[src/rtl/mse_pkg.sv]
// Mailbox sync endpoint package: payload structs, operation and message codes.
`default_nettype none
package mse_pkg;

  typedef struct packed {
    logic [2:0]  operation;
    logic [31:0] local_value;
    logic [7:0]  rx_command;
    logic [31:0] rx_value;
  } mse_cmd_t;

  typedef struct packed {
    logic        pending;
    logic        tx_valid;
    logic [1:0]  tx_command;
    logic [31:0] tx_value;
    logic [1:0]  handle_status;
    logic        notify_valid;
    logic        notify_changed;
    logic [31:0] current_value;
  } mse_rsp_t;

  localparam logic [2:0] OP_TICK      = 3'd0;
  localparam logic [2:0] OP_WRITE     = 3'd1;
  localparam logic [2:0] OP_BUS_RESET = 3'd2;
  localparam logic [2:0] OP_POLL      = 3'd3;
  localparam logic [2:0] OP_RECEIVE   = 3'd4;

  localparam logic [7:0] RX_SEND_VALUE  = 8'd0;
  localparam logic [7:0] RX_ACK_VALUE   = 8'd1;
  localparam logic [7:0] RX_SEND_CHANGE = 8'd2;

  localparam logic [1:0] TX_SEND_VALUE  = 2'd0;
  localparam logic [1:0] TX_ACK_VALUE   = 2'd1;
  localparam logic [1:0] TX_SEND_CHANGE = 2'd2;

  localparam logic [1:0] ST_CONSUMED = 2'd0;
  localparam logic [1:0] ST_REPLIED  = 2'd1;
  localparam logic [1:0] ST_UNKNOWN  = 2'd2;

  localparam logic CFG_IS_MASTER      = 1'b0;
  localparam logic CFG_RETRY_INTERVAL = 1'b1;

endpackage
`default_nettype wire

[src/rtl/mailbox_sync_endpoint.sv]
// Mailbox sync endpoint top: command register, core, result register.
//
//   channel  signals                       dir  payload
//   cmd      cmd_valid / cmd_stall         in   mse_cmd_t word
//   rsp      rsp_valid / rsp_stall         out  mse_rsp_t word
//   cfg      cfg_valid / cfg_ready         in   cfg_index, cfg_data
//
// One word per cycle sustained while rsp is not stalled; from cmd accept to rsp
// valid a word passes the command register, then the state update into the result register.
// Reset: is_master 0, retry_interval 100, value 0, in sync, timer ready.
// A stalled rsp holds its word; the command register keeps taking one more
// word, then cmd_stall rises. cfg_ready is always high.
`default_nettype none
module mailbox_sync_endpoint
  import mse_pkg::*;
#(
  parameter int unsigned VALUE_BYTES = 4
) (
  input  wire logic        clk,
  input  wire logic        rst,
  input  wire logic        cmd_valid,
  output logic             cmd_stall,
  input  wire mse_cmd_t    cmd,
  output logic             rsp_valid,
  input  wire logic        rsp_stall,
  output mse_rsp_t         rsp,
  input  wire logic        cfg_valid,
  output logic             cfg_ready,
  input  wire logic        cfg_index,
  input  wire logic [15:0] cfg_data
);

  mse_cmd_t cmd_q;
  logic     cmd_q_valid;
  logic     advance;
  mse_rsp_t result;

  assign cfg_ready = 1'b1;
  assign advance   = cmd_q_valid && (!rsp_valid || !rsp_stall);
  assign cmd_stall = cmd_q_valid && !advance;

  mse_core #(
    .VALUE_BYTES(VALUE_BYTES)
  ) u_core (
    .clk      (clk),
    .rst      (rst),
    .cfg_we   (cfg_valid && cfg_ready),
    .cfg_sel  (cfg_index),
    .cfg_wdata(cfg_data),
    .step     (advance),
    .word     (cmd_q),
    .result   (result)
  );

  always_ff @(posedge clk) begin
    if (rst) begin
      cmd_q_valid <= 1'b0;
      rsp_valid   <= 1'b0;
    end else begin
      if (!cmd_stall) cmd_q_valid <= cmd_valid;
      if (advance) rsp_valid <= 1'b1;
      else if (!rsp_stall) rsp_valid <= 1'b0;
    end
    if (!cmd_stall && cmd_valid) cmd_q <= cmd;
    if (advance) rsp <= result;
  end

endmodule
`default_nettype wire

[src/rtl/mse_core.sv]
// Mailbox sync endpoint core: config, sync state and single-pass word update.
`default_nettype none
module mse_core
  import mse_pkg::*;
#(
  parameter int unsigned VALUE_BYTES = 4
) (
  input  wire logic        clk,
  input  wire logic        rst,
  input  wire logic        cfg_we,
  input  wire logic        cfg_sel,
  input  wire logic [15:0] cfg_wdata,
  input  wire logic        step,
  input  wire mse_cmd_t    word,
  output mse_rsp_t         result
);

  localparam int unsigned VW = ((VALUE_BYTES > 4) ? 4 : VALUE_BYTES) * 8;

  logic           is_master;
  logic [15:0]    retry_interval;

  logic [VW-1:0]  stored_value, stored_value_next;
  logic           in_sync, in_sync_next;
  logic           local_change, local_change_next;
  logic           change_flag, change_flag_next;
  logic [15:0]    retry_count, retry_count_next;

  logic [VW-1:0]  lval, rval;
  logic           tx_valid, nvalid, nchanged;
  logic [1:0]     tx_cmd, status;
  logic [VW-1:0]  tx_val;
  logic           pending_now;

  assign lval        = word.local_value[VW-1:0];
  assign rval        = word.rx_value[VW-1:0];
  assign pending_now = !in_sync && (retry_count == '0);

  always_comb begin
    stored_value_next = stored_value;
    in_sync_next      = in_sync;
    local_change_next = local_change;
    change_flag_next  = change_flag;
    retry_count_next  = retry_count;
    tx_valid          = 1'b0;
    tx_cmd            = TX_SEND_VALUE;
    tx_val            = '0;
    status            = ST_CONSUMED;
    nvalid            = 1'b0;
    nchanged          = 1'b0;
    unique case (word.operation)
      OP_TICK: begin
        if (retry_count != '0) retry_count_next = retry_count - 16'd1;
      end
      OP_WRITE: begin
        stored_value_next = lval;
        in_sync_next      = 1'b0;
        local_change_next = 1'b1;
        change_flag_next  = 1'b1;
        retry_count_next  = '0;
      end
      OP_BUS_RESET: begin
        retry_count_next = '0;
        in_sync_next     = !local_change;
        change_flag_next = 1'b0;
      end
      OP_POLL: begin
        if (pending_now) begin
          tx_valid         = 1'b1;
          tx_cmd           = (change_flag && local_change) ? TX_SEND_CHANGE : TX_SEND_VALUE;
          tx_val           = stored_value;
          retry_count_next = retry_interval;
        end
      end
      OP_RECEIVE: begin
        if (word.rx_command == RX_SEND_VALUE || word.rx_command == RX_SEND_CHANGE) begin
          status   = ST_REPLIED;
          tx_valid = 1'b1;
          tx_cmd   = TX_ACK_VALUE;
          tx_val   = rval;
          if (local_change && is_master) begin
            in_sync_next = 1'b0;
          end else begin
            stored_value_next = rval;
            in_sync_next      = 1'b1;
            local_change_next = 1'b0;
            nvalid            = 1'b1;
            nchanged          = change_flag || (word.rx_command == RX_SEND_CHANGE);
            change_flag_next  = 1'b0;
          end
        end else if (word.rx_command == RX_ACK_VALUE) begin
          if (rval == stored_value) in_sync_next = 1'b1;
          change_flag_next = 1'b0;
        end else begin
          status = ST_UNKNOWN;
        end
      end
      default: ;
    endcase
  end

  always_comb begin
    result                = '0;
    result.pending        = !in_sync_next && (retry_count_next == '0);
    result.tx_valid       = tx_valid;
    result.tx_command     = tx_cmd;
    result.tx_value[VW-1:0]      = tx_val;
    result.handle_status  = status;
    result.notify_valid   = nvalid;
    result.notify_changed = nchanged;
    result.current_value[VW-1:0] = stored_value_next;
  end

  always_ff @(posedge clk) begin
    if (rst) begin
      is_master      <= 1'b0;
      retry_interval <= 16'd100;
      stored_value   <= '0;
      in_sync        <= 1'b1;
      local_change   <= 1'b0;
      change_flag    <= 1'b0;
      retry_count    <= '0;
    end else begin
      if (cfg_we) begin
        unique case (cfg_sel)
          CFG_IS_MASTER:      is_master      <= cfg_wdata[0];
          CFG_RETRY_INTERVAL: retry_interval <= cfg_wdata;
          default: ;
        endcase
      end
      if (step) begin
        stored_value <= stored_value_next;
        in_sync      <= in_sync_next;
        local_change <= local_change_next;
        change_flag  <= change_flag_next;
        retry_count  <= retry_count_next;
      end
    end
  end

endmodule
`default_nettype wire

[config.mk]
export PLATFORM = sky130hd
export DESIGN_NAME = mailbox_sync_endpoint
export DESIGN_NICKNAME = d
export VERILOG_FILES = /design/src/rtl/mse_pkg.sv /design/src/rtl/mailbox_sync_endpoint.sv /design/src/rtl/mse_core.sv
export SDC_FILE = /design/constraint.sdc
export NUM_CORES = 1
export LEC_CHECK = 0
export BUFFER_PORTS_ARGS = -buffer_cell sky130_fd_sc_hd__buf_4
export CORE_AREA = 2 2 148 150
export CTS_CLUSTER_DIAMETER = 30
export DETAILED_ROUTE_END_ITERATION = 6
export DIE_AREA = 0 0 150 152
export PLACE_DENSITY = 0.66
export REMOVE_ABC_BUFFERS = 1
export SKIP_LAST_GASP = 1
export SLEW_MARGIN = 20
export SYNTH_ARGS = -nofsm -noshare
export SYNTH_HDL_FRONTEND = slang
export SYNTH_SLANG_ARGS = --single-unit
[constraint.sdc]
create_clock -name clk -period 5.4 [get_ports clk]
set_input_delay 1.08 -clock clk [delete_from_list [all_inputs] [get_ports clk]]
set_output_delay 1.08 -clock clk [all_outputs]
set_load 0.02 [all_outputs]
# [After elaboration in Yosys (flattened, before gate mapping)]
# Cells that the tools add are included.
[totals] ff_bits=217 input_bits=97
[classes] n_addsub=1 eq_ne=12 mux=31 bitwise_logic=3 reduce_logical=32
[ops] op="$mux W32" count=4
[ops] op="$pmux W32 S2" count=2
[ops] op="$pmux W16 S3" count=1
[ops] op="$eq A32 B32 Y1" count=1
[ops] op="$logic_not A16 Y1" count=2
[ops] op="$mux W16" count=2
[ops] op="$reduce_bool A16 Y1" count=1
[ops] op="$sub A16 B1 Y16 const B" count=1
[ops] op="$mux W1" count=14
[ops] op="$eq A8 B1 Y1 const B" count=1
[ops] op="$eq A8 B2 Y1 const B" count=1
[ops] op="$logic_not A8 Y1" count=1
[ops] op="$reduce_and A4 Y1" count=2
[ops] op="$logic_and A1 B1 Y1" count=7
[ops] op="$logic_not A1 Y1" count=7
[ops] op="$eq A3 B2 Y1 const B" count=2
[ops] op="$mux W2" count=3
[ops] op="$pmux W1 S3" count=2
[ops] op="$reduce_and A2 Y1" count=3
[ops] op="$ne A2 B1 Y1 const B" count=2
[ops] op="$pmux W1 S2" count=2
[ops] op="$pmux W2 S2" count=1
[ops] op="$reduce_or A2 Y1" count=2
[ops] op="$eq A3 B1 Y1 const B" count=1
[ops] op="10 further kinds" count=14

# [Logic depth before layout (Yosys ltp)]
# Gate-level depths: netlist of run 1.
[logic_depth] depth_word=7 depth_mapped=10

# [By module]
# Synthesis of run 1 repeated with hierarchy kept, for this count alone.
[unflattened] cells_unflattened=781 hier_area_um2=9297.7
[by_module_without_submodules] module="mse_core" instances=1 cells_per_inst=622 area_each_um2=4785.8 seq_area_each_um2=1361.3
[by_module_without_submodules] module="mailbox_sync_endpoint" instances=1 cells_per_inst=159 area_each_um2=4511.8 seq_area_each_um2=4454.3

# [Least setup slack after synthesis of run 1]
# Ideal clock, no wire load.
[synth_path] path_type="input to register" from="in rsp_stall" to="reg cmd_q[0] in the netlist's numbering (enable)" setup_time_ns=0.516 arrival_time_ns=4.681 t_required_ns=4.884 slack_ns=0.203 cell_stages=2 n_path_buf=0 path_cell_list="and3_1 -> nor2b_1"
[synth_between] elab_chain_len=7
[synth_rtl] item="start: declaration" line_no="mailbox_sync_endpoint.sv:25" text="input wire logic rsp_stall,"
[synth_rtl] item="$logic_not A1 Y1"
[synth_rtl] item="$logic_or A1 B1 Y1" line_no="mailbox_sync_endpoint.sv:39" text="assign advance = cmd_q_valid && (!rsp_valid || !rsp_stall);"
[synth_rtl] item="$logic_and A1 B1 Y1" line_no="mailbox_sync_endpoint.sv:39"
[synth_rtl] item="$logic_not A1 Y1" line_no="mailbox_sync_endpoint.sv:40" text="assign cmd_stall = cmd_q_valid && !advance;"
[synth_rtl] item="$logic_and A1 B1 Y1" line_no="mailbox_sync_endpoint.sv:40"
[synth_rtl] item="$logic_not A1 Y1" line_no="mailbox_sync_endpoint.sv:64" text="if (!cmd_stall && cmd_valid) cmd_q <= cmd;"
[synth_rtl] item="$logic_and A1 B1 Y1" line_no="mailbox_sync_endpoint.sv:64"
[synth_rtl] item="end signal: assignment" line_no="mailbox_sync_endpoint.sv:64"
[synth_rtl] item="end: declaration" line_no="mailbox_sync_endpoint.sv:33" text="mse_cmd_t cmd_q;"
# Every way passes these cells.
# A chain may end at the register's enable or synchronous reset.

# [Final worst setup path of run 1]
[layout_path] from="reg cmd_q[74] in the netlist's numbering" to="reg u_core.stored_value[9]"
[layout_between] elab_chain_len=2 word_cells_on_any_way=3
[layout_rtl] item="$eq A3 B3 Y1 / $eq A3 B1 Y1 (equally long branches)" line_no="mse_core.sv:51" text="unique case (word.operation)"
[layout_rtl] item="$pmux W32 S2 *" line_no="mse_core.sv:51"
[layout_rtl] item="end signal: assignment" line_no="mse_core.sv:132" text="stored_value <= stored_value_next;"
[layout_rtl] item="end: declaration" line_no="mse_core.sv:23" text="logic [VW-1:0] stored_value, stored_value_next;"
# Mark *: on every way between the ends. The rest lies on a longest branch, timed or not.

==> results.sh, run 1 <==
export IMPL_critical_path_class="reg -> reg"
export IMPL_wl_mm=24.4
export IMPL_crit_arrival_ps=3850
export IMPL_slew_violations=0
export IMPL_min_period_ps=3430
export IMPL_async_flop_share=0
export IMPL_num_vias=7077
export IMPL_synth_seq_cells=217
export IMPL_layout_nets=1053
export IMPL_num_rows=54
export IMPL_core_region_area_um2=21400
export IMPL_drc_errors=0
export IMPL_final_util=0.577
export IMPL_setup_slack_ps=1970
export IMPL_die_area_um2=22800
export IMPL_crit_start="cmd_q[74]"
export IMPL_rsz0062_at_grt="no"
export IMPL_cellPowerDensity_nw_per_um2=407
export IMPL_vias_per_cell=5.59
export IMPL_ys_warnings_count=0
export IMPL_start_kind="flip-flop"
export IMPL_pre_cts_slack_ps=1920
export IMPL_numPortBuffers=170
export IMPL_synth_cells=788
export IMPL_min_period_over_period=0.636
export IMPL_fmax_mhz=291
export IMPL_start_util=0.437
export IMPL_p_leak_uw=0.00508
export IMPL_muxShareOfSynthArea=0.0268
export IMPL_fin_skew_ps=28.5
export IMPL_ys_seq_area_frac=0.623
export IMPL_drt_iter0_drc=600
export IMPL_die_h_um=152
export IMPL_r2r_start="cmd_q[74]"
export IMPL_drive_gt1_frac=0.272
export IMPL_cts_tree="yes"
export IMPL_synthXorXnorAreaFrac=0.0319
export IMPL_maxCapViolations=0
export IMPL_cts_buffers_inserted=42
export IMPL_cts_max_level=2
export IMPL_grt_use_total=0.212
export IMPL_syn2layout_area_growth_pct=32.0
export IMPL_min_path_type="reg -> reg"
export IMPL_endpoint="u_core.stored_value[9]"
export IMPL_grt_max_degree=71
export IMPL_status="finished, final reports clean"
export IMPL_synth_edf_count=147
export IMPL_synth_cell_types=63
export IMPL_vdd_drop_max_uv=265
export IMPL_cp_max_fo=33
export IMPL_synth_simple_area_share=0.126
export IMPL_endpoint_kind="flip-flop"
export IMPL_hold_viol=0
export IMPL_synthTopCellsByCount="147 x edfxtp_1, 72 x nand2_1, 70 x dfxtp_1"
export IMPL_hold_buffers=0
export IMPL_grt_ovfl_total=0
export IMPL_reg2reg_slack_ps=1970
export IMPL_cts_repair_resized=0
export IMPL_cts_root_buf="clkbuf_16"
export IMPL_rr_endpoint="u_core.stored_value[9]"
export IMPL_wl_per_cell_um=19.3
export IMPL_hpwl_mm=15.9
export IMPL_antenna_found_initial=0
export IMPL_yosys_area_share_adder=0.00268
export IMPL_synth_compound_area_frac=0.157
export IMPL_clock_path_buffers=3
export IMPL_grt_pass1_vias=6766
export IMPL_dieWidth_um=150
export IMPL_dr_pass1_iters=6
export IMPL_yosysTopAreaCell="edfxtp_1"
export IMPL_io_pins=172
export IMPL_ys_flop_type="edfxtp_1"
export IMPL_setup_viol=0
export IMPL_slew_headroom=0.313
export IMPL_worst_slew_pin_slew_ps=1030
export IMPL_clk_latency_ps=530
export IMPL_synth_top_family_by_area="compound AO/OA/AOI/OAI gates"
export IMPL_ant_nets=0
export IMPL_yosysTopAreaCellShare=0.473
export IMPL_cts_sinks=217
export IMPL_antennaDiodeCount=0
export IMPL_required_ps=5810
export IMPL_rr_worst_depth=6
export IMPL_syn_area_um2=9340
export IMPL_syn_area_per_cell_um2=11.8
export IMPL_gp_congestion=0.899
export IMPL_clk_pin_slew_ps=50
export IMPL_synth_most_common_cell="edfxtp_1"
export IMPL_grt_pass1_wl_mm=37.7
export IMPL_post_cts_buffers=0
export IMPL_synthTopCellsByArea="edfxtp_1 47%, dfxtp_1 15%, a22o_1 3.0%, nand2_1 2.9%, nor2_1 2.8%"
[registers in the layout (all words and copies together) (netlist names), 16 cells and up]
register and cells:
u_core.retry_count 16, cmd_q 75, u_core.stored_value 32, u_core.retry_interval 16, rsp 72
[per-stage QoR]
stage / TNS [ps] / instances / power (uW) / cell area, um^2 / hold slack, ps
after CTS: 0 / 1267 / 5060 / 12300 / 456
after detailed placement: 0 / 1190 / 2340 / 10800 / 450
after global routing: 0 / 1267 / 5180 / 12300 / 475
after global placement: 0 / 1190 / 2340 / 10800 / 449
after floorplan: -346760 / 732 / 2170 / 9100 / 425
final: 0 / 1267 / 5020 / 12300 / 455
[per-layer routing]
| layer | up-vias | global-route usage | routed length [um] | part of all wire |
|---|---|---|---|---|
| met5 | - | 0 | 0 | 0 |
| met4 | 0 | 0.0836 | 684 | 0.028 |
| met3 | 54 | 0.0423 | 1840 | 0.075 |
| met2 | 291 | 0.323 | 11400 | 0.47 |
| met1 | 3389 | 0.299 | 10500 | 0.43 |
| li1 | 3343 | - | - | - |
[cell usage in the layout (no fill, tap or decap), drive strengths merged, types with 10 or more instances in the layout]
master,instances
dfxtp,70
o21ai,27
a21o,21
mux2i,25
nor4,18
edfxtp,147
a21oi,29
a22oi,20
nor2,69
xor2,27
clkinv,10
inv,27
a211oi,30
nor3,18
clkbuf,50
a22o,32
nand2,72
buf,178
a222oi,14
[where the power goes]
group          internal [uW]  total [uW]  switching, uW
Combinational            161         386            225
Sequential              1870        1930           64.4
Clock                   1790        2700            910
Total                   3820        5020           1200
[critical path, cell delays in order, from the launching register on]
cell	delay [ps]
edfxtp_1	740
nor2_1	100
and2_2	470
a21oi_2	840
a31o_1	620
a222oi_1	270
a211oi_1	270
[layout make-up]
class / count / area (um^2)
fill: 1809 / 9030
multi-input combinational: 497 / 3260
clock buffer: 50 / 1150
timing repair buffer: 178 / 1340
inverter: 18 / 67.6
clock inverter: 27 / 345
tap: 280 / 350
sequential: 217 / 5820
[how the worst min path moves through the flow]
stage	start	slack [ps]	endpoint	cells after the start
after floorplan	u_core.retry_interval[4]	430	u_core.retry_interval[4]	2
after global routing	u_core.retry_interval[3]	480	u_core.retry_interval[3]	2
after detailed placement	u_core.retry_interval[0]	450	u_core.retry_interval[0]	2
final	u_core.retry_interval[0]	450	u_core.retry_interval[0]	2
after CTS	u_core.retry_interval[0]	460	u_core.retry_interval[0]	2
after global placement	u_core.retry_interval[1]	450	u_core.retry_interval[1]	2
[cell families (layout without fill, tap and decap cells)]
group | after synthesis | count (layout)
simple gates | 234 | 234
other cells | 1 | 1
mux | 25 | 25
flops | 217 | 217
fa+ha+maj | 2 | 2
compound gates | 201 | 201
xor+xnor | 34 | 34
buf+inv | 74 | 273
Note: power is estimated with default switching activity, not from simulation.
==> run 2: changes to the inputs <==
--- a/config.mk
+++ b/config.mk
@@ -5,12 +5,13 @@
 export SDC_FILE = /design/constraint.sdc
 export NUM_CORES = 1
 export LEC_CHECK = 0
+export ABC_AREA = 1
 export BUFFER_PORTS_ARGS = -buffer_cell sky130_fd_sc_hd__buf_4
-export CORE_AREA = 2 2 148 150
+export CORE_AREA = 2 2 152 154
 export CTS_CLUSTER_DIAMETER = 30
 export DETAILED_ROUTE_END_ITERATION = 6
-export DIE_AREA = 0 0 150 152
-export PLACE_DENSITY = 0.66
+export DIE_AREA = 0 0 154 156
+export PLACE_DENSITY = 0.65
 export REMOVE_ABC_BUFFERS = 1
 export SKIP_LAST_GASP = 1
 export SLEW_MARGIN = 20
==> constraint.sdc (replaced) <==
create_clock -name clk -period 3.3 [get_ports clk]
set_input_delay 0.66 -clock clk [delete_from_list [all_inputs] [get_ports clk]]
set_output_delay 0.66 -clock clk [all_outputs]
set_load 0.02 [all_outputs]
==> results.sh, run 2 <==
export IMPL_top_regs="cmd_q (75), rsp (72), u_core.stored_value (32)"
export IMPL_fin_hold_ws_ps=295
export IMPL_gp_congestion=0.908
export IMPL_largest_register_ffs=75
export IMPL_cts_root_buf="clkbuf_16"
export IMPL_layout_cells_non_filler=1553
export IMPL_ys_flop_type="edfxtp_1"
export IMPL_cts_sinks=217
export IMPL_vias_per_cell=5.20
export IMPL_maxCapViolations=0
export IMPL_num_rows=55
export IMPL_start_util=0.441
export IMPL_ys_seq_area_frac=0.590
export IMPL_clk_pin_slew_ps=50
export IMPL_grt_pass1_wl_mm=40.4
export IMPL_cts_max_level=2
export IMPL_drive_gt1_frac=0.234
export IMPL_wl_per_cell_um=16.5
export IMPL_cp_max_fo=35
export IMPL_setup_slack_ps=907
export IMPL_synthTopCellsByCount="187 x nand2_1, 147 x edfxtp_1, 128 x inv_1"
export IMPL_seqPwrFrac=0.353
export IMPL_syn_area_per_cell_um2=9.42
export IMPL_critical_path_class="reg -> reg"
export IMPL_grt_ovfl_total=0
export IMPL_synth_most_common_cell="nand2_1"
export IMPL_io_pins=172
export IMPL_ant_nets=0
export IMPL_syn_area_um2=9860
export IMPL_synth_seq_cells=217
export IMPL_vdd_drop_max_uv=686
export IMPL_fmax_mhz=418
export IMPL_endpoint_kind="flip-flop"
export IMPL_clock_power_share=0.551
export IMPL_min_path_type="in -> reg"
export IMPL_drc_errors=0
export IMPL_min_period_ps=2390
export IMPL_setup_viol=0
export IMPL_dieWidth_um=154
export IMPL_antennaDiodeCount=0
export IMPL_top_register="cmd_q"
export IMPL_synthTopCellsByArea="edfxtp_1 45%, dfxtp_1 14%, nand2_1 7.1%, inv_1 4.9%, a21oi_1 4.5%"
export IMPL_grt_use_total=0.212
export IMPL_clk_latency_ps=540
export IMPL_cts_tree="yes"
export IMPL_ys_warnings_count=0
export IMPL_numPortBuffers=170
export IMPL_drt_iter0_drc=745
export IMPL_min_delay_start="cmd[14]"
export IMPL_switching_share=0.234
export IMPL_layout_nets=1328
export IMPL_cts_buffers_inserted=48
export IMPL_grt_pass1_vias=7730
export IMPL_synth_cell_types=36
export IMPL_hold_buffers=0
export IMPL_crit_start="cmd_q[74]"
export IMPL_p_sw_uw=2120
export IMPL_dr_pass1_iters=5
export IMPL_synth_cells=1047
export IMPL_num_vias=8069
export IMPL_post_cts_buffers=0
export IMPL_required_ps=3590
export IMPL_pre_cts_slack_ps=953
export IMPL_die_area_um2=24000
export IMPL_cts_repair_resized=0
export IMPL_fin_skew_ps=31.2
export IMPL_wl_mm=25.6
export IMPL_p_leak_uw=0.00554
export IMPL_worst_slew_pin_slew_ps=1030
export IMPL_min_period_over_period=0.725
export IMPL_cellPowerDensity_nw_per_um2=690
export IMPL_most_common_layout_cells="187 x nand2_1, 181 x buf_4, 147 x edfxtp_1, 127 x inv_1, 88 x a21oi_1"
export IMPL_slew_headroom=0.315
export IMPL_async_flop_share=0
export IMPL_antenna_found_initial=0
export IMPL_clock_path_buffers=3
export IMPL_core_region_area_um2=22400
export IMPL_final_util=0.586
export IMPL_rsz0062_at_grt="no"
export IMPL_placed_cells=1464
export IMPL_p_comb_frac=0.097
export IMPL_yosysTopAreaCell="edfxtp_1"
export IMPL_r2r_start="cmd_q[74]"
export IMPL_slew_violations=0
export IMPL_die_h_um=156
export IMPL_synth_edf_count=147
export IMPL_hold_viol=0
export IMPL_final_common_cell="nand2_1"
export IMPL_fillers=1837
export IMPL_hpwl_mm=16.1
export IMPL_p_int_uw=6930
export IMPL_crit_arrival_ps=2680
export IMPL_syn2layout_area_growth_pct=32.9
export IMPL_grt_max_degree=76
export IMPL_start_kind="flip-flop"
export IMPL_status="finished, final reports clean"
export IMPL_yosysTopAreaCellShare=0.448
-- run 2: area by class of cell --
| type | instances | area, um^2 | area share |
|---|---|---|---|
| Clock buffer | 60 | 1320 | 0.100 |
| Inverter | 134 | 504 | 0.0385 |
| Multi-Input combinational cell | 645 | 3330 | 0.254 |
| Sequential cell | 217 | 5820 | 0.444 |
| Tap cell | 285 | 357 | 0.0272 |
| Clock inverter | 29 | 393 | 0.0300 |
| Timing Repair Buffer | 183 | 1400 | 0.107 |
-- run 2: through the flow --
stage	TNS, ps	power, uW	area (um^2)
floorplan	-119740	3760	9630
global placement	0	4090	11400
detailed placement	0	4100	11400
CTS	0	9110	13100
global route	0	9370	13100
finish	0	9050	13100
-- run 2: power by group through the flow --
stage | sequential [uW] | combinational (uW) | clock (uW)
final | 3190 | 874 | 4980
after global routing | 3200 | 965 | 5200
after CTS | 3190 | 871 | 5040
after detailed placement | 3240 | 867 | 0
after global placement | 3240 | 854 | 0
after floorplan | 3270 | 489 | 0
-- run 2: path summary, 6_finish.rpt --
kind         cells after the start  slack, ps                   endpoint
max reg2reg                      7        910                    rsp[71]
min reg2reg                      2        470  u_core.retry_interval[11]
min                              1        290                  cmd_q[14]
max                              7        910                    rsp[71]
-- run 2: worst max-delay path, cell delays in order, from the launching register on --
cell      delay [ps]
edfxtp_1         860
inv_2             90
nor2_1           230
inv_2            360
nor2_1           240
nor2_1            90
a21oi_1          190
nor2_1            80
-- run 2: routing by layer --
| metal | global-route usage | routed length, um | vias to the layer above |
|---|---|---|---|
| li1 | - | - | 3958 |
| met1 | 0.291 | 11300 | 3738 |
| met2 | 0.336 | 11800 | 319 |
| met3 | 0.0428 | 1800 | 54 |
| met4 | 0.0792 | 680 | 0 |
| met5 | 0 | 0 | - |
-- run 2: kinds of logic after synthesis --
logic type | Yosys count | synth area share
adder cells (fa/ha/maj) | 2 | 0.00254
XOR/XNOR | 28 | 0.0249
other | 1 | 0.000380
buffers and inverters | 185 | 0.0742
AO/OA/AOI/OAI | 252 | 0.140
AND/OR/NAND/NOR | 362 | 0.168
flip-flops | 217 | 0.590
==> run 3: changes to the inputs <==
==> constraint.sdc (replaced) <==
create_clock -name clk -period 2.3 [get_ports clk]
set_input_delay 0.46 -clock clk [delete_from_list [all_inputs] [get_ports clk]]
set_output_delay 0.46 -clock clk [all_outputs]
set_load 0.02 [all_outputs]
==> results.sh, run 3 (same netlist as run 2, synthesis figures left out) <==
export IMPL_required_ps=2690
export IMPL_grt_use_total=0.212
export IMPL_wl_per_cell_um=16.5
export IMPL_place_area_um2=11600
export IMPL_vias_per_cell=5.21
export IMPL_slew_headroom=0.595
export IMPL_worst_slew_pin_slew_ps=607
export IMPL_clk_pin_slew_ps=50
export IMPL_die_h_um=156
export IMPL_layout_cells_non_filler=1567
export IMPL_seqCellArea_um2=5820
export IMPL_layout_nets=1341
export IMPL_drive_gt1_frac=0.241
export IMPL_rsz0062_at_grt="no"
export IMPL_cp_slowest_cell="inv_2"
export IMPL_top_register="cmd_q"
export IMPL_placed_cells=1475
export IMPL_grt_pass1_vias=7781
export IMPL_die_area_um2=24000
export IMPL_largest_register_ffs=75
export IMPL_io_pins=172
export IMPL_clock_path_buffers=3
export IMPL_p_leak_uw=0.00559
export IMPL_post_route_cell_area_um2=13300
export IMPL_cts_root_buf="clkbuf_16"
export IMPL_start_kind="flip-flop"
export IMPL_multiInputGateArea_um2=3330
export IMPL_drt_iter0_drc=712
export IMPL_numPortBuffers=170
export IMPL_critical_path_class="reg -> reg"
export IMPL_slew_violations=0
export IMPL_cts_buffers_inserted=48
export IMPL_grt_ovfl_total=0
export IMPL_start_util=0.441
export IMPL_cts_max_level=2
export IMPL_fin_skew_ps=32.7
export IMPL_clk_latency_ps=540
export IMPL_hold_viol=0
export IMPL_gp_congestion=0.918
export IMPL_slowest_delay_ps=440
export IMPL_hpwl_mm=16.6
export IMPL_ant_nets=0
export IMPL_grt_max_degree=68
export IMPL_critical_path_top_delay_family="buffers and inverters"
export IMPL_status="finished, final reports clean"
export IMPL_crit_path_frequent_cell="inv_1"
export IMPL_final_util=0.594
export IMPL_vdd_drop_max_uv=547
export IMPL_worstPathCellList="inv_1 > nand2_1 > nor2_1 > inv_2 > buf_4 > a21oi_1 > o21ai_1 > o211ai_1 > o21ai_0 > inv_1"
export IMPL_cellPowerDensity_nw_per_um2=970
export IMPL_cts_tree="yes"
export IMPL_core_region_area_um2=22400
export IMPL_antenna_found_initial=1
export IMPL_critical_path_buf_inv_count=4
export IMPL_most_common_layout_cells="187 x nand2_1, 187 x buf_4, 147 x edfxtp_1, 127 x inv_1, 88 x a21oi_1"
export IMPL_min_path_type="in -> reg"
export IMPL_endpoint_kind="flip-flop"
export IMPL_drc_errors=0
export IMPL_dieWidth_um=154
export IMPL_dr_pass1_iters=5
export IMPL_top_regs="cmd_q (75), rsp (72), u_core.stored_value (32)"
export IMPL_cp_max_fo=23
export IMPL_fillers=1850
export IMPL_maxCapViolations=0
export IMPL_num_vias=8162
export IMPL_syn2layout_area_growth_pct=34.7
export IMPL_crit_arrival_ps=2500
export IMPL_setup_viol=0
export IMPL_num_rows=55
export IMPL_cts_sinks=217
export IMPL_wl_mm=25.9
export IMPL_grt_pass1_wl_mm=40.1
export IMPL_fmax_mhz=474
export IMPL_min_period_ps=2110
export IMPL_min_period_over_period=0.916
run 3: changes by cell type in the layout (fill, tap and decap cells not counted), sizes merged:
cell	delta
diode	+1
bufinv	-2
inv	-1
clkinvlp	+5
clkbuf	+4
clkinv	-6
buf	+13
run 3: worst paths after layout:
kind	start	to	depth (start not counted)	slack (ps)
worst max-delay path	cmd_q[73]	u_core.stored_value[29]	10	190
worst min-delay path	cmd[3]	cmd_q[3]	1	100
worst min register to register	u_core.retry_interval[1]	u_core.retry_interval[1]	2	460
worst max register to register	cmd_q[73]	u_core.stored_value[29]	10	190
run 3: final cells by class:
type / count / area share
Timing Repair Buffer: 196 / 0.119
Inverter: 134 / 0.0380
Antenna cell: 1 / 0.000188
Clock inverter: 25 / 0.0260
Tap cell: 285 / 0.0268
Multi-Input combinational cell: 645 / 0.251
Sequential cell: 217 / 0.438
Clock buffer: 64 / 0.101
run 3: metrics by stage:
step	hold WS [ps]	setup TNS, ps	power, uW	setup slack (ps)
2_1_floorplan	430	-254120	5400	-3320
3_3_place_gp	447	0	5910	264
3_5_place_dp	456	0	5930	236
4_1_cts	85.7	0	13000	202
5_1_grt	86.6	0	13300	19.2
6_report	99.1	0	12900	192
run 3: power breakdown:
group	leakage, uW	internal (uW)	switching, uW	total (uW)
Combinational	0.00279	506	812	1320
Sequential	0.00199	4430	135	4570
Clock	0.000809	4870	2130	7000
run 3: what timing repair did:
item                       in CTS  in global routing
setup endpoints to repair       0                  1
hold buffers                    0                  0
buffers inserted                0                  2
resized for setup               0                  1
run 3: metal layers:
layer | GRT usage | vias to the layer above | part of all wire
li1 | - | 3991 | -
met1 | 0.280 | 3768 | 0.43
met2 | 0.332 | 328 | 0.46
met3 | 0.0492 | 75 | 0.077
met4 | 0.104 | 0 | 0.041
met5 | 0 | - | 0
